File: src/hdl/ilt_pkg.sv
// Shared types, constants and character codes for the INI line tokenizer.
package ilt_pkg;

    localparam int SECTION_CHARS = 32;
    localparam int KEY_CHARS     = 32;
    localparam int VALUE_CHARS   = 32;
    localparam int MAX_RESULTS   = 64;
    localparam int LEN_W         = 6;
    localparam int LINE_W        = 16;
    localparam int CNT_W         = 6;

    localparam logic [7:0] CHAR_NL    = 8'h0A;
    localparam logic [7:0] CHAR_SPACE = 8'h20;
    localparam logic [7:0] CHAR_TAB   = 8'h09;
    localparam logic [7:0] CHAR_CR    = 8'h0D;
    localparam logic [7:0] CHAR_LBRK  = 8'h5B;
    localparam logic [7:0] CHAR_RBRK  = 8'h5D;
    localparam logic [7:0] CHAR_EQ    = 8'h3D;

    localparam logic [1:0] KIND_SECTION = 2'd0;
    localparam logic [1:0] KIND_KEY     = 2'd1;
    localparam logic [1:0] KIND_VALUE   = 2'd2;

    typedef struct packed {
        logic [7:0] text_byte;
        logic       end_of_text;
    } ilt_in_t;

    typedef struct packed {
        logic [1:0]        token_kind;
        logic [7:0]        token_char;
        logic              char_present;
        logic [LINE_W-1:0] line_number;
        logic              token_end;
        logic              last_result;
    } ilt_out_t;

    typedef struct packed {
        logic              start;
        logic              emit_sec;
        logic              emit_kv;
        logic [LINE_W-1:0] line;
        logic [LEN_W-1:0]  sec_len;
        logic [LEN_W-1:0]  key_len;
        logic [LEN_W-1:0]  val_len;
    } ilt_plan_t;

endpackage

File: src/hdl/ilt_ram.sv
// Generic single-write, single-read RAM with a registered read port.
module ilt_ram #(
    parameter int WIDTH = 8,
    parameter int DEPTH = 32
) (
    input  logic                                     aclk,
    input  logic                                     we,
    input  logic [((DEPTH > 1) ? $clog2(DEPTH) : 1)-1:0] waddr,
    input  logic [WIDTH-1:0]                         wdata,
    input  logic [((DEPTH > 1) ? $clog2(DEPTH) : 1)-1:0] raddr,
    output logic [WIDTH-1:0]                         rdata
);

    logic [WIDTH-1:0] mem [DEPTH];
    logic [WIDTH-1:0] rdata_reg;

    always_ff @(posedge aclk) begin
        if (we) begin
            mem[waddr] <= wdata;
        end
        rdata_reg <= mem[raddr];
    end

    assign rdata = rdata_reg;

endmodule

File: src/hdl/ilt_scan.sv
// Byte scanner: mode flags, buffer lengths, line counter, buffer writes and burst plan.
module ilt_scan #(
    parameter int SECTION_CHARS = ilt_pkg::SECTION_CHARS,
    parameter int KEY_CHARS     = ilt_pkg::KEY_CHARS,
    parameter int VALUE_CHARS   = ilt_pkg::VALUE_CHARS,
    localparam int SEC_AW = (SECTION_CHARS > 1) ? $clog2(SECTION_CHARS) : 1,
    localparam int KEY_AW = (KEY_CHARS > 1) ? $clog2(KEY_CHARS) : 1,
    localparam int VAL_AW = (VALUE_CHARS > 1) ? $clog2(VALUE_CHARS) : 1
) (
    input  logic               aclk,
    input  logic               aresetn,
    input  logic               accept,
    input  ilt_pkg::ilt_in_t   in_data,
    output logic               sec_we,
    output logic [SEC_AW-1:0]  sec_waddr,
    output logic               key_we,
    output logic [KEY_AW-1:0]  key_waddr,
    output logic               val_we,
    output logic [VAL_AW-1:0]  val_waddr,
    output ilt_pkg::ilt_plan_t plan
);

    localparam int LW = ilt_pkg::LEN_W;
    localparam int NW = ilt_pkg::LINE_W;

    logic [LW-1:0] sec_len_reg, sec_len_next;
    logic [LW-1:0] key_len_reg, key_len_next;
    logic [LW-1:0] val_len_reg, val_len_next;
    logic [2:0]    flags_reg, flags_next;
    logic [NW-1:0] line_reg, line_next;

    logic [7:0] c;
    logic       is_ws;
    logic [2:0] f;
    logic       emit_sec;
    logic       emit_kv;

    assign c     = in_data.text_byte;
    assign is_ws = (c == ilt_pkg::CHAR_SPACE) ||
                   ((c >= ilt_pkg::CHAR_TAB) && (c <= ilt_pkg::CHAR_CR));

    always_comb begin
        sec_len_next = sec_len_reg;
        key_len_next = key_len_reg;
        val_len_next = val_len_reg;
        flags_next   = flags_reg;
        line_next    = line_reg;
        f            = flags_reg;
        emit_sec     = 1'b0;
        emit_kv      = 1'b0;
        sec_we       = 1'b0;
        key_we       = 1'b0;
        val_we       = 1'b0;
        sec_waddr    = sec_len_reg[SEC_AW-1:0];
        key_waddr    = key_len_reg[KEY_AW-1:0];
        val_waddr    = val_len_reg[VAL_AW-1:0];
        if (accept) begin
            if (c == ilt_pkg::CHAR_NL) begin
                emit_kv = flags_reg[2];
                if (line_reg != {NW{1'b1}}) begin
                    line_next = line_reg + NW'(1);
                end
                f = 3'b000;
            end else begin
                if (is_ws && !flags_reg[0]) begin
                    f = flags_reg;
                end else if (c == ilt_pkg::CHAR_LBRK) begin
                    sec_len_next = '0;
                    f[0] = 1'b1;
                end else if ((c == ilt_pkg::CHAR_RBRK) && flags_reg[0]) begin
                    f[0] = 1'b0;
                    emit_sec = 1'b1;
                end else if ((c == ilt_pkg::CHAR_EQ) && flags_reg[1]) begin
                    f[1] = 1'b0;
                    f[2] = 1'b1;
                    val_len_next = '0;
                end else begin
                    if (!(flags_reg[1] || flags_reg[2])) begin
                        key_len_next = '0;
                        f[1] = 1'b1;
                    end
                    if (f[0]) begin
                        if (sec_len_next < LW'(SECTION_CHARS)) begin
                            sec_we       = 1'b1;
                            sec_waddr    = sec_len_next[SEC_AW-1:0];
                            sec_len_next = sec_len_next + LW'(1);
                        end
                    end else if (f[1]) begin
                        if (key_len_next < LW'(KEY_CHARS)) begin
                            key_we       = 1'b1;
                            key_waddr    = key_len_next[KEY_AW-1:0];
                            key_len_next = key_len_next + LW'(1);
                        end
                    end else if (f[2]) begin
                        if (val_len_next < LW'(VALUE_CHARS)) begin
                            val_we       = 1'b1;
                            val_waddr    = val_len_next[VAL_AW-1:0];
                            val_len_next = val_len_next + LW'(1);
                        end
                    end
                end
                if (in_data.end_of_text) begin
                    emit_kv = f[2];
                end
            end
            flags_next = f;
            if (in_data.end_of_text) begin
                line_next  = '0;
                flags_next = 3'b000;
            end
        end
    end

    always_ff @(posedge aclk) begin
        if (!aresetn) begin
            sec_len_reg <= '0;
            key_len_reg <= '0;
            val_len_reg <= '0;
            flags_reg   <= '0;
            line_reg    <= '0;
        end else begin
            sec_len_reg <= sec_len_next;
            key_len_reg <= key_len_next;
            val_len_reg <= val_len_next;
            flags_reg   <= flags_next;
            line_reg    <= line_next;
        end
    end

    assign plan.start    = accept && (emit_sec || emit_kv);
    assign plan.emit_sec = emit_sec;
    assign plan.emit_kv  = emit_kv;
    assign plan.line     = (line_reg == {NW{1'b1}}) ? line_reg : line_reg + NW'(1);
    assign plan.sec_len  = sec_len_reg;
    assign plan.key_len  = key_len_next;
    assign plan.val_len  = val_len_next;

endmodule

File: src/hdl/ilt_emit.sv
// Burst sequencer: reads the name buffers and streams one character per result.
module ilt_emit #(
    parameter int SECTION_CHARS = ilt_pkg::SECTION_CHARS,
    parameter int KEY_CHARS     = ilt_pkg::KEY_CHARS,
    parameter int VALUE_CHARS   = ilt_pkg::VALUE_CHARS,
    localparam int SEC_AW = (SECTION_CHARS > 1) ? $clog2(SECTION_CHARS) : 1,
    localparam int KEY_AW = (KEY_CHARS > 1) ? $clog2(KEY_CHARS) : 1,
    localparam int VAL_AW = (VALUE_CHARS > 1) ? $clog2(VALUE_CHARS) : 1
) (
    input  logic                aclk,
    input  logic                aresetn,
    input  ilt_pkg::ilt_plan_t  plan,
    output logic                idle,
    output logic [SEC_AW-1:0]   sec_raddr,
    input  logic [7:0]          sec_rdata,
    output logic [KEY_AW-1:0]   key_raddr,
    input  logic [7:0]          key_rdata,
    output logic [VAL_AW-1:0]   val_raddr,
    input  logic [7:0]          val_rdata,
    output logic                m_valid,
    input  logic                m_ready,
    output ilt_pkg::ilt_out_t   m_data
);

    localparam int LW = ilt_pkg::LEN_W;
    localparam int NW = ilt_pkg::LINE_W;
    localparam int CW = ilt_pkg::CNT_W;

    localparam logic [1:0] ST_IDLE  = 2'd0;
    localparam logic [1:0] ST_FETCH = 2'd1;
    localparam logic [1:0] ST_PUT   = 2'd2;

    logic [1:0]    state_reg, state_next;
    logic [1:0]    phase_reg, phase_next;
    logic [LW-1:0] idx_reg, idx_next;
    logic [CW-1:0] cnt_reg, cnt_next;
    logic          emit_kv_reg, emit_kv_next;
    logic [NW-1:0] line_reg, line_next;
    logic [LW-1:0] key_len_reg, key_len_next;
    logic [LW-1:0] val_len_reg, val_len_next;
    logic          m_valid_reg, m_valid_next;
    ilt_pkg::ilt_out_t m_data_reg, m_data_next;

    logic [LW-1:0] cur_len;
    logic [7:0]    cur_char;
    logic          empty;
    logic          tok_end;
    logic          has_next;
    logic          last;
    logic          load;
    logic [LW-1:0] rd_idx;

    always_comb begin
        case (phase_reg)
            ilt_pkg::KIND_SECTION: begin
                cur_len  = plan.sec_len;
                cur_char = sec_rdata;
            end
            ilt_pkg::KIND_KEY: begin
                cur_len  = key_len_reg;
                cur_char = key_rdata;
            end
            default: begin
                cur_len  = val_len_reg;
                cur_char = val_rdata;
            end
        endcase
    end

    assign empty    = (cur_len == '0);
    assign tok_end  = empty || ((idx_reg + LW'(1)) == cur_len);
    assign has_next = ((phase_reg == ilt_pkg::KIND_SECTION) && emit_kv_reg) ||
                      (phase_reg == ilt_pkg::KIND_KEY);
    assign last     = (tok_end && !has_next) || (cnt_reg == CW'(ilt_pkg::MAX_RESULTS - 1));
    assign load     = (state_reg == ST_PUT) && (!m_valid_reg || m_ready);
    assign rd_idx   = (load && !last) ? (tok_end ? '0 : idx_reg + LW'(1)) : idx_reg;

    assign sec_raddr = rd_idx[SEC_AW-1:0];
    assign key_raddr = rd_idx[KEY_AW-1:0];
    assign val_raddr = rd_idx[VAL_AW-1:0];

    always_comb begin
        state_next   = state_reg;
        phase_next   = phase_reg;
        idx_next     = idx_reg;
        cnt_next     = cnt_reg;
        emit_kv_next = emit_kv_reg;
        line_next    = line_reg;
        key_len_next = key_len_reg;
        val_len_next = val_len_reg;
        m_valid_next = m_valid_reg && !m_ready;
        m_data_next  = m_data_reg;
        case (state_reg)
            ST_IDLE: begin
                if (plan.start) begin
                    state_next   = ST_FETCH;
                    phase_next   = plan.emit_sec ? ilt_pkg::KIND_SECTION : ilt_pkg::KIND_KEY;
                    idx_next     = '0;
                    cnt_next     = '0;
                    emit_kv_next = plan.emit_kv;
                    line_next    = plan.line;
                    key_len_next = plan.key_len;
                    val_len_next = plan.val_len;
                end
            end
            ST_FETCH: begin
                state_next = ST_PUT;
            end
            ST_PUT: begin
                if (load) begin
                    m_valid_next             = 1'b1;
                    m_data_next.token_kind   = phase_reg;
                    m_data_next.token_char   = empty ? 8'h00 : cur_char;
                    m_data_next.char_present = !empty;
                    m_data_next.line_number  = line_reg;
                    m_data_next.token_end    = tok_end;
                    m_data_next.last_result  = last;
                    cnt_next                 = cnt_reg + CW'(1);
                    if (last) begin
                        state_next = ST_IDLE;
                    end else if (tok_end) begin
                        idx_next   = '0;
                        phase_next = (phase_reg == ilt_pkg::KIND_SECTION) ?
                                     ilt_pkg::KIND_KEY : ilt_pkg::KIND_VALUE;
                    end else begin
                        idx_next = idx_reg + LW'(1);
                    end
                end
            end
            default: begin
                state_next = ST_IDLE;
            end
        endcase
    end

    always_ff @(posedge aclk) begin
        if (!aresetn) begin
            state_reg   <= ST_IDLE;
            m_valid_reg <= 1'b0;
        end else begin
            state_reg   <= state_next;
            m_valid_reg <= m_valid_next;
        end
        phase_reg   <= phase_next;
        idx_reg     <= idx_next;
        cnt_reg     <= cnt_next;
        emit_kv_reg <= emit_kv_next;
        line_reg    <= line_next;
        key_len_reg <= key_len_next;
        val_len_reg <= val_len_next;
        m_data_reg  <= m_data_next;
    end

    assign idle    = (state_reg == ST_IDLE);
    assign m_valid = m_valid_reg;
    assign m_data  = m_data_reg;

endmodule

File: src/hdl/ini_line_tokenizer.sv
// Top level of the INI line tokenizer: scanner, three name buffers and burst sequencer.
// The tokenizer takes one text byte per transaction and streams section names, keys and
// values one character per result transaction. A byte that produces no result leaves the
// block ready, and the next byte can follow in the next cycle. A byte that closes a section
// name or a line with a value starts a burst of N results (at most 64); the input is held
// off through a fetch state, which covers the registered read of the buffer RAMs, and
// while the burst drains at full speed unless m_ready stalls it. The last result of a
// burst may still wait in the output register while the next byte is taken.
// The buffers need no clearing, so the block is ready as soon as reset is released.
module ini_line_tokenizer #(
    parameter int SECTION_CHARS = ilt_pkg::SECTION_CHARS,
    parameter int KEY_CHARS     = ilt_pkg::KEY_CHARS,
    parameter int VALUE_CHARS   = ilt_pkg::VALUE_CHARS
) (
    input  logic              aclk,
    input  logic              aresetn,
    input  logic              s_valid,
    output logic              s_ready,
    input  ilt_pkg::ilt_in_t  s_data,
    output logic              m_valid,
    input  logic              m_ready,
    output ilt_pkg::ilt_out_t m_data
);

    localparam int SEC_AW = (SECTION_CHARS > 1) ? $clog2(SECTION_CHARS) : 1;
    localparam int KEY_AW = (KEY_CHARS > 1) ? $clog2(KEY_CHARS) : 1;
    localparam int VAL_AW = (VALUE_CHARS > 1) ? $clog2(VALUE_CHARS) : 1;

    logic               accept;
    logic               idle;
    ilt_pkg::ilt_plan_t plan;
    logic               sec_we, key_we, val_we;
    logic [SEC_AW-1:0]  sec_waddr, sec_raddr;
    logic [KEY_AW-1:0]  key_waddr, key_raddr;
    logic [VAL_AW-1:0]  val_waddr, val_raddr;
    logic [7:0]         sec_rdata, key_rdata, val_rdata;

    assign s_ready = idle;
    assign accept  = s_valid && idle;

    ilt_scan #(
        .SECTION_CHARS (SECTION_CHARS),
        .KEY_CHARS     (KEY_CHARS),
        .VALUE_CHARS   (VALUE_CHARS)
    ) u_scan (
        .aclk      (aclk),
        .aresetn   (aresetn),
        .accept    (accept),
        .in_data   (s_data),
        .sec_we    (sec_we),
        .sec_waddr (sec_waddr),
        .key_we    (key_we),
        .key_waddr (key_waddr),
        .val_we    (val_we),
        .val_waddr (val_waddr),
        .plan      (plan)
    );

    ilt_ram #(.WIDTH(8), .DEPTH(SECTION_CHARS)) u_sec_ram (
        .aclk  (aclk),
        .we    (sec_we),
        .waddr (sec_waddr),
        .wdata (s_data.text_byte),
        .raddr (sec_raddr),
        .rdata (sec_rdata)
    );

    ilt_ram #(.WIDTH(8), .DEPTH(KEY_CHARS)) u_key_ram (
        .aclk  (aclk),
        .we    (key_we),
        .waddr (key_waddr),
        .wdata (s_data.text_byte),
        .raddr (key_raddr),
        .rdata (key_rdata)
    );

    ilt_ram #(.WIDTH(8), .DEPTH(VALUE_CHARS)) u_val_ram (
        .aclk  (aclk),
        .we    (val_we),
        .waddr (val_waddr),
        .wdata (s_data.text_byte),
        .raddr (val_raddr),
        .rdata (val_rdata)
    );

    ilt_emit #(
        .SECTION_CHARS (SECTION_CHARS),
        .KEY_CHARS     (KEY_CHARS),
        .VALUE_CHARS   (VALUE_CHARS)
    ) u_emit (
        .aclk      (aclk),
        .aresetn   (aresetn),
        .plan      (plan),
        .idle      (idle),
        .sec_raddr (sec_raddr),
        .sec_rdata (sec_rdata),
        .key_raddr (key_raddr),
        .key_rdata (key_rdata),
        .val_raddr (val_raddr),
        .val_rdata (val_rdata),
        .m_valid   (m_valid),
        .m_ready   (m_ready),
        .m_data    (m_data)
    );

endmodule

File: config.mk
export PLATFORM = sky130hd
export DESIGN_NAME = ini_line_tokenizer
export DESIGN_NICKNAME = d
export VERILOG_FILES = /design/src/hdl/ilt_pkg.sv /design/src/hdl/ilt_ram.sv /design/src/hdl/ilt_scan.sv /design/src/hdl/ilt_emit.sv /design/src/hdl/ini_line_tokenizer.sv
export SDC_FILE = /design/constraint.sdc
export NUM_CORES = 1
export LEC_CHECK = 0
export ABC_AREA = 1
export BUFFER_PORTS_ARGS = -buffer_cell sky130_fd_sc_hd__clkbuf_2
export CELL_PAD_IN_SITES_DETAIL_PLACEMENT = 0
export CELL_PAD_IN_SITES_GLOBAL_PLACEMENT = 2
export CORE_ASPECT_RATIO = 1.4
export CORE_UTILIZATION = 42
export DETAILED_ROUTE_END_ITERATION = 7
export PLACE_DENSITY_LB_ADDON = 0.25
export RECOVER_POWER = 50
export SLEW_MARGIN = 20
export SYNTH_ARGS = -nofsm -noshare
export SYNTH_HDL_FRONTEND = slang
export SYNTH_SLANG_ARGS = --single-unit
File: constraint.sdc
create_clock -name aclk -period 5.25 [get_ports aclk]
set_input_delay 0.2625 -clock aclk [delete_from_list [all_inputs] [get_ports aclk]]
set_output_delay 0.2625 -clock aclk [all_outputs]
set_load 0.02 [all_outputs]
# ---- Yosys cells after proc, flatten, opt, wreduce, memory -nomap -nowiden
# Memories as Yosys holds them, arrays and structs flattened. A register that Yosys moved wholly into a read port is not among the register bits.
# Index checks and enable logic that the tools add are counted.
dict set report op_classes {
  mux 124
  n_addsub 6
  bitwise_logic 2
  reduce_logical 43
  n_lt_le_gt_ge 5
  eq_ne 22
}
# op count
set ops {}
lappend ops {{6-bit two-way mux} 36}
lappend ops {{16-bit two-way mux} 4}
lappend ops {{1-bit two-way mux} 55}
lappend ops {{5-bit two-way mux} 10}
lappend ops {{6-bit case mux with 2 select lines} 3}
lappend ops {{6-bit by 1-bit adder with 6-bit output (second input constant)} 5}
lappend ops {{2-bit two-way mux} 10}
lappend ops {{6-bit less-than comparator (second input constant)} 3}
lappend ops {{16-bit by 1-bit adder with 16-bit output (second input constant)} 1}
lappend ops {{16-bit == test (second input constant)} 1}
lappend ops {{8-bit by 6-bit == test with 1-bit output (second input constant)} 2}
lappend ops {{8-bit by 7-bit == test with 1-bit output (second input constant)} 2}
lappend ops {{16-bit inequality test (second input constant)} 1}
lappend ops {{8-bit case mux with 2 select lines} 1}
lappend ops {{2-bit by 1-bit inequality test with 1-bit output (second input constant)} 6}
lappend ops {{3-bit AND reduction} 4}
lappend ops {{1-bit logical AND} 11}
lappend ops {{2-bit nonzero test} 5}
lappend ops {{3-bit two-way mux} 3}
lappend ops {{3-bit by 2-bit inequality test with 1-bit output (second input constant)} 3}
lappend ops {{8-bit by 4-bit == test with 1-bit output (second input constant)} 1}
lappend ops {{8-bit by 4-bit >= comparator with 1-bit output (second input constant)} 1}
lappend ops {{8-bit by 4-bit less-or-equal comparator with 1-bit output (second input constant)} 1}
lappend ops {{4-bit AND reduction} 2}
lappend ops {{16 further kinds} 31}
dict set report totals {
  ff_bits 112
  ram_bits 768
  wordCells 227
  in_bits 13
  memories 3
}
# memory depth word_bits read_ports rd_ports_with_merged_regs wr line_no
set memory_table {}
lappend memory_table {u_key_ram.mem 32 8 1 1 1 ilt_ram.sv:14} ;# logic [WIDTH-1:0] mem [DEPTH];
lappend memory_table {u_sec_ram.mem 32 8 1 1 1 ilt_ram.sv:14}
lappend memory_table {u_val_ram.mem 32 8 1 1 1 ilt_ram.sv:14}

# ---- Logic depth before layout (Yosys ltp)
# Gate-level depths: netlist of the first run.
dict set report logic_depth {
  depth_word 20
  ltp_mapped 23
  ltp_nobuf 21
}

# ---- Modules after synthesis
# A second synthesis of the first run with hierarchy kept.
dict set report hier_totals {
  cells_unflattened 3510
  hier_area_um2 38635.8
}
# mod seq_area_each_um2 cells_per_inst area_per_inst_um2 instances
set by_module_without_submodules {}
lappend by_module_without_submodules {ilt_ram 7847.5 922 10786.6 3}
lappend by_module_without_submodules {ilt_emit 2222.1 300 3310.7 1}
lappend by_module_without_submodules {ilt_scan 740.7 442 2957.8 1}
lappend by_module_without_submodules {ini_line_tokenizer 0.0 2 7.5 1}

# ---- Worst setup path after synthesis of the first run
# OpenSTA, ideal clock, no wires.
dict set report synth_timing {
  path_type {reg2reg}
  from {register u_emit.state_reg[1]}
  to {register u_sec_ram.rdata_reg[1] (netlist: u_sec_ram.rdata[1]), read port of u_sec_ram.mem}
  path_slack_ps 1562
  n_path_buf 2
  arrival_time_ps 3575
  setup_ps 113
  period_less_slack_ps 3688
  t_required_ps 5137
  stages_incl_launch_ff 16
  cell_sequence {dfxtp_1 inv_1 nor2_1 clkinv_1 nor2_1 nand3_4 nand2_4 buf_2 buf_2 nand3_1 nand3_1 nand3_1 nand3_1 nand2_1 nand2_1 nand2_1}
}
dict set report synth_via {
  elab_chain_cells 4
}
# item line_no
set synth_lines {}
lappend synth_lines {{start: declaration} ilt_emit.sv:33} ;# logic [1:0] state_reg, state_next;
lappend synth_lines {{start signal: assignment} ilt_emit.sv:141} ;# state_reg <= state_next;
lappend synth_lines {{2-bit == test} ilt_emit.sv:75} ;# assign load = (state_reg == ST_PUT) && (!m_valid_reg || m_ready);
lappend synth_lines {{1-bit logical AND} ilt_emit.sv:75}
lappend synth_lines {{1-bit logical AND} ilt_emit.sv:76} ;# assign rd_idx = (load && !last) ? (tok_end ? '0 : idx_reg + LW'(1)) : idx_reg;
lappend synth_lines {{5-bit two-way mux} ilt_emit.sv:76}
lappend synth_lines {{end: declaration} ilt_ram.sv:15} ;# logic [WIDTH-1:0] rdata_reg;
# No other way between the ends.
# A chain may end at the register's enable or synchronous reset.

# ---- Final worst setup path of the first run
dict set report layout_timing {
  from {input port s_data[7] (netlist name)}
  to {memory u_key_ram.mem[10][6] (data pin)}
}
# item line_no
set layout_lines {}
lappend layout_lines {{start: declaration} ini_line_tokenizer.sv:19} ;# input ilt_pkg::ilt_in_t s_data,
lappend layout_lines {{end: declaration} ilt_ram.sv:14}
# No word-level cell before the write port.

==> metrics.csv, run 1 <==
stage,metric,value,unit
run_status,outcome,"complete, but fails checks",
run_status,failing checks,"capacitance limit, slew limit",
drt,drt first pass iters,5,
global_route,vias in the first global route,27100,
timing,max-slew violation count,634,
timing,RSZ-0062 raised after global routing,false,
power,Pwr Density,326,nW/um^2
drt,post-DR wirelength/cell,22.1,um
critical_path,Setup crit start kind,input port,
global_route,GRT overflow,0,
timing,Setup Skew,0.0349,ns
synthesis,Syn Std Cell Area,40300,um^2
power,clock share of power,44.7,%
synthesis,"EDFF count, synth",840,
critical_path,CP startpoint,s_data[7],
clock_tree,Setup Buffers After CTS,0,
synthesis,post-synth top area share,62.6,%
synthesis,post-synth top area cell,edfxtp_1,
die,Starting Density,42.3,%
power,Psw,3.03,mW
power,Seq pwr share,53.5,%
synthesis,"Distinct cells, synth",40,
timing,Final Hold Viols,0,
drt,Vias,27200,
global_route,global-route wire length before repair,174000,um
synthesis,mux cell area share after synthesis,0,%
layout,# nets final,4001,
global_route,largest net degree at the start of global routing,168,
layout,"Area growth, synth to finish",12.5,%
clock_tree,Post-CTS Resized,0,
timing,Final Cycle Share,89.2,%
layout,layout cell share with drive strength beyond 1,7.02,%
die,Die W,264,um
synthesis,Commonest cells post-synth,"edfxtp_1 (840), nand2_1 (817), nand3_1 (732), inv_1 (662), nand3b_1 (218)",
hold_path,HP Start,aresetn,
critical_path,R2R Setup Slk,0.68,ns
placement,Routability Congestion,0.825,
drt,via-per-instance ratio,5.15,
clock_tree,clock sinks,904,
drt,DRT antenna net count,0,
hold_path,Min-Delay Path Depth,3,
flow_run,Max-cap violations,14,
synthesis,Post-synth ARST share,0,%
critical_path,Reg-to-Reg End,u_sec_ram.rdata[0],
layout,Reg area,26500,um^2
clock_tree,"CTS clk-pin slew, worst paths",0.06,ns
synthesis,Compound-Gate Fraction of Synth Area,1.05,%
die,area of the core,95200,um^2
critical_path,worst r2r src,u_emit.state_reg[1],
hold_path,Hold Path Sink,u_emit.state_reg[1],
power,Comb pwr share,1.7,%
layout,biggest regs,"u_key_ram.mem (256), u_sec_ram.mem (256), u_val_ram.mem (256)",
power,static leakage,18.2,nW
die,die area,97100,um^2
global_route,initial antenna violation count,2,
clock_tree,clk root buf,clkbuf_16,
synthesis,top-count cell post-synth,edfxtp_1,
die,Top-Level Pins,44,
placement,PortBufs,43,
layout,# fillers,8923,
global_route,Tot GR Track Use,24.3,%
synthesis,Synth Area in Simple Gates,23.7,%
timing,Max Freq,213,MHz
timing,setup TNS,0,ns
power,VDD IR-drop max,0.000263,V
clock_tree,CTS Buffer Depth,3,
synthesis,post-synthesis xor/xnor area fraction,0.413,%
drt,Routed WL,117000,um
critical_path,CP Data Required Time,5.28,ns
synthesis,Yosys reg bits,904,
clock_tree,H-tree levels,3,
synthesis,Synthesized Nets,3920,
timing,worst slew pin tran,3.47,ns
drt,1st-iter DRT viols,2211,
critical_path,"Arr. time, crit path",4.71,ns
synthesis,post-synthesis adder-cell area fraction,0.373,%
timing,Final setup viols,0,
power,Int Power,11.7,mW
timing,Worst slew margin,-131,%
layout,area of the multi-input gates,10300,um^2
synthesis,Mapped Cells,3895,
synthesis,sequential share of the synthesized area,65.8,%
critical_path,R2R cell count,15,
critical_path,Crit Path Max Fanout,47,
power,Sw Share,20.6,%
synthesis,Post-synth top flop,edfxtp_1,
critical_path,CP endpoint kind,register,
clock_tree,CTS tree,yes,
die,die height,368,um
drt,DRC,0,
clock_tree,Num CTS Buffers,89,
synthesis,largest family of logic cells by synthesized area,simple AND/OR/NAND/NOR gates,
synthesis,Mapped Avg Cell Area,10.3,um^2
synthesis,Syn. warnings,0,
hold_path,Worst Hold Class,input port to register,
placement,Place WS,0.831,ns
timing,fin crit period,4.68,ns
timing,setup ws final,0.566,ns
critical_path,WS Path Type,input port to register,
placement,HPWL Detailed,71100,um
die,Site Rows,134,
synthesis,"top cells by area, synth","edfxtp_1 (63%), nand3_1 (9.1%), nand2_1 (7.6%)",
clock_tree,clk_lat worst skew,0.69,ns
cells in the final DEF (no fill, tap or decap), drive strengths merged, types with 3 or more instances in the layout:
cell and count:
edfxtp 840, nand2 824, nand3 734, inv 667, nand3b 218, nor2 183
clkbuf 175, buf 119, dfxtp 64, a21oi 34, clkinv 29, nand4 20
nor3 18, o21ai 16, xor2 15, or2 15, a31oi 12, ha 12
bufinv 11, nor4 10, dlygate4sd3 7, clkinvlp 6, xnor2 4, a22oi 3
a211oi 3
cell families (layout without fill, tap and decap cells):
group / after synthesis / in the layout
and+or+nand+nor: 2025 / 2025
DFF: 904 / 904
buffers and inverters: 861 / 1014
AOI/OAI and AO/OA: 74 / 74
xor gates and xnor gates: 19 / 19
adders and majority gates: 12 / 12
other: 0 / 1
metal layers:
| metal | GRT usage [%] | share of wire, % | vias up |
|---|---|---|---|
| li1 | - | - | 13100 |
| met1 | 31.3 | 43 | 13200 |
| met2 | 41.4 | 49 | 663 |
| met3 | 3.04 | 4.5 | 170 |
| met4 | 9.83 | 3.5 | 0 |
| met5 | 0 | 0 | - |
worst max-delay path by stage:
stage	end	slack, ns	cells after the start
floorplan	u_sec_ram.rdata[1]	1.56	15
global placement	u_sec_ram.rdata[0]	0.88	19
detailed placement	u_sec_ram.rdata[0]	0.83	20
CTS	u_sec_ram.rdata[0]	0.82	20
global route	u_val_ram.rdata[6]	0.28	20
finish	u_key_ram.mem[10][6]	0.57	4
worst max-delay path: stages:
cell and delay (ns):
dlygate4sd3_1 0.55, buf_4 0.33, clkbuf_1 1.27, clkbuf_1 2.16
area by class of cell:
cell class	count	area share [%]
Antenna cell	1	0.00552
Clock buffer	117	5.33
Clock inverter	46	1.23
Inverter	667	5.53
Multi-Input combinational cell	2130	22.8
Sequential cell	904	58.5
Tap cell	1224	3.38
Timing Repair Buffer	184	3.18
stage by stage:
stage               power, mW  area [um^2]  util (%)  hold slack (ns)  instances
floorplan                8.10        40300         -            0.360       3895
global route             15.1        45300      47.6           0.0653       5272
global placement         8.30        42400      44.5            0.404       5102
finish                   14.7        45300      47.6           0.0523       5273
detailed placement       8.30        42400      44.5            0.405       5102
CTS                      14.9        45400      47.7           0.0205       5272
what timing repair did:
action,4_1_cts,5_1_grt
hold buffers,7,0
hold endpoints to repair,26,0
endpoints found under the setup margin,0,0
power groups by stage:
stage                     Combinational (mW)  Sequential (mW)  Clock [mW]
final                                  0.254             7.90        6.60
after global routing                   0.272             7.89        6.97
after CTS                              0.264             7.88        6.72
after detailed placement               0.260             8.04           0
after global placement                 0.258             8.04           0
after floorplan                       0.0655             8.04           0
(Power assumes the default switching activity.)
==> inputs of run 2 (changes only) <==
==> constraint.sdc (replaced) <==
create_clock -name aclk -period 5.1 [get_ports aclk]
set_input_delay 0.255 -clock aclk [delete_from_list [all_inputs] [get_ports aclk]]
set_output_delay 0.255 -clock aclk [all_outputs]
set_load 0.02 [all_outputs]
==> run 2 against run 1 <==
The run ends with DRC, capacitance limit, slew limit left; design area shrank 0.33%; via count shrank 0.61%; first-iteration DRC count shrank 6.2%; global-route usage shrank 0.40 points; setup slack lost 0.040 ns; routed wire length shrank 1.2%; power grew 2.1%; clock skew shrank 0.0030 ns; sequential share of layout area grew 0.19 points; clock-buffer cell count grew 2; critical endpoint is now u_val_ram.rdata[7]; highest routed layer unchanged.
==> metrics.csv, run 2 (synthesized netlist as in run 1, its figures left out) <==
stage,metric,value,unit,change
run_status,outcome,"complete, but fails checks",,
run_status,failing checks,"DRC, capacitance limit, slew limit",,
drt,drt first pass iters,8,,+3
drt,via-per-instance ratio,5.13,,-0.44%
clock_tree,H-tree levels,3,,unchanged
critical_path,"Top cell by count, worst path",nand2_1,,
clock_tree,CTS tree,yes,,
critical_path,CP startpoint,u_emit.phase_reg[1],,
critical_path,R2R cell count,18,,+3
hold_path,Min-Delay Path Depth,4,,+1
clock_tree,Num CTS Buffers,90,,+1.1%
critical_path,critical-path cell list,nor2_2 > nand2_1 > nand3_1 > nand2_1 > nand2_1 > nor2_1 > nand3_1 > nand2_4 > nand2_4 > nand3_4 > o21ai_4 > buf_4 > nand3_1 > nand3_1 > nand3_1 > nand2_1 > nand2_1 > nand2_1,,
hold_path,HP Start,s_data[0],,
critical_path,worst r2r src,u_emit.phase_reg[1],,
timing,setup TNS,0,ns,unchanged
placement,HPWL Detailed,68600,um,-3.6%
timing,fin crit period,4.57,ns,
critical_path,"Arr. time, crit path",5.17,ns,+0.46 ns
drt,DRC,1,,+1
global_route,largest net degree at the start of global routing,128,,-24%
critical_path,Reg-to-Reg End,u_val_ram.rdata[7],,
layout,n_diodes,0,,-1
critical_path,CP Data Required Time,5.70,ns,+0.42 ns
hold_path,Worst Hold Class,input port to register,,
power,static leakage,18.2,nW,-0.14%
timing,Final setup viols,0,,unchanged
timing,Worst slew margin,-134,%,-2.2 points
clock_tree,clock sinks,904,,unchanged
timing,WHS,0.0384,ns,-0.0139 ns
die,Site Rows,134,,unchanged
critical_path,WP buf/inv,1,,-3
die,Die W,264,um,unchanged
timing,RSZ-0062 raised after global routing,false,,
power,VDD IR-drop max,0.000283,V,+7.6%
die,Top-Level Pins,44,,unchanged
hold_path,Hold Path Sink,u_scan.flags_reg[1],,
global_route,Tot GR Track Use,23.9,%,-0.40 points
drt,1st-iter DRT viols,2074,,-6.2%
critical_path,CP endpoint kind,register,,
die,area of the core,95200,um^2,unchanged
timing,Setup Skew,0.0319,ns,-0.00295 ns
drt,post-DR wirelength/cell,21.9,um,-1.0%
critical_path,WS Path Type,register to register,,
timing,worst slew pin tran,3.51,ns,+0.0336 ns
drt,Vias,27000,,-0.61%
critical_path,Critical-path top delay cell,o21ai_4,,
layout,"Area growth, synth to finish",12.1,%,
timing,Final Cycle Share,89.7,%,
die,die area,97100,um^2,unchanged
clock_tree,clk root buf,clkbuf_16,,
critical_path,"Largest delay share family, worst path",simple AND/OR/NAND/NOR gates,,
placement,PortBufs,43,,unchanged
global_route,vias in the first global route,26500,,-2.3%
drt,Routed WL,115000,um,-1.2%
layout,"most common cell after layout, fill and taps aside",edfxtp_1,,
clock_tree,CTS Buffer Depth,3,,unchanged
flow_run,Max-cap violations,14,,unchanged
critical_path,Setup crit start kind,register,,
clock_tree,Post-CTS Resized,0,,unchanged
global_route,global-route wire length before repair,173000,um,-0.90%
critical_path,Crit Path Max Fanout,30,,-36%
timing,Final Hold Viols,0,,unchanged
clock_tree,"CTS clk-pin slew, worst paths",0.06,ns,about the same
critical_path,R2R Setup Slk,0.53,ns,-0.15 ns
global_route,GRT overflow,0,,unchanged
layout,# nets final,3991,,-0.25%
timing,max-slew violation count,640,,+0.95%
global_route,initial antenna violation count,1,,-1
placement,Routability Congestion,0.805,,-2.5%
drt,DRT antenna net count,0,,unchanged
layout,layout cell share with drive strength beyond 1,7.08,%,+0.063 points
layout,biggest regs,"u_key_ram.mem (256), u_sec_ram.mem (256), u_val_ram.mem (256)",,
power,Pwr Density,333,nW/um^2,+2.4%
layout,most frequent cells in the layout,"edfxtp_1 (840), nand2_1 (815), nand3_1 (733)",,
critical_path,crit-path max cell delay,0.77,ns,-1.39 ns
die,Starting Density,42.3,%,unchanged
die,die height,368,um,unchanged
timing,Max Freq,219,MHz,
clock_tree,clk_lat worst skew,0.68,ns,about the same
==> run 2: how the worst max path moves through the flow <==
stage                                      end  slack [ns]  depth (start not counted)
final                       u_val_ram.rdata[7]        0.53                         18
after detailed placement    u_val_ram.rdata[7]        0.64                         18
after floorplan             u_sec_ram.rdata[1]        1.41                         15
after CTS                   u_val_ram.rdata[7]        0.62                         18
after global routing      u_val_ram.mem[20][3]        0.19                         12
after global placement      u_val_ram.rdata[7]        0.69                         18
==> run 2: final cells by class <==
| cell class | instances | area [um^2] |
|---|---|---|
| Fill cell | 8988 | 50100 |
| Sequential cell | 904 | 26500 |
| Multi-Input combinational cell | 2130 | 10400 |
| Inverter | 667 | 2500 |
| Clock buffer | 119 | 2470 |
| Tap cell | 1224 | 1530 |
| Timing Repair Buffer | 173 | 1350 |
| Clock inverter | 47 | 440 |
==> run 2: stage by stage <==
| step | cell area (um^2) | cells | power (mW) | util [%] | setup WS [ns] |
|---|---|---|---|---|---|
| CTS | 45300 | 5264 | 15.2 | 47.6 | 0.615 |
| global route | 45200 | 5264 | 15.5 | 47.4 | 0.194 |
| floorplan | 40300 | 3895 | 8.34 | - | 1.41 |
| detailed placement | 42400 | 5096 | 8.54 | 44.5 | 0.643 |
| finish | 45200 | 5264 | 15.1 | 47.4 | 0.526 |
| global placement | 42400 | 5096 | 8.54 | 44.5 | 0.691 |
==> run 2: what timing repair did <==
item	CTS	global route
buffers inserted	0	0
hold endpoints to repair	8	0
hold buffers	2	0
==> run 2: layer usage <==
metal	share of wire, %	vias up	GRT usage (%)
met5	0	-	0
met4	2.4	0	7.43
met3	4.4	134	2.40
met2	50	686	41.4
met1	43	13100	31.4
li1	-	13100	-
==> run 2: power breakdown <==
group | switching [mW] | internal, mW
logic | 0.220 | 0.0346
registers | 0.00945 | 8.12
clock network | 2.86 | 3.81
==> run 2: worst min-delay path: stages <==
cell      delay (ns)
clkbuf_2        0.15
nor2_1          0.08
nand4_1         0.09
a21oi_1         0.07
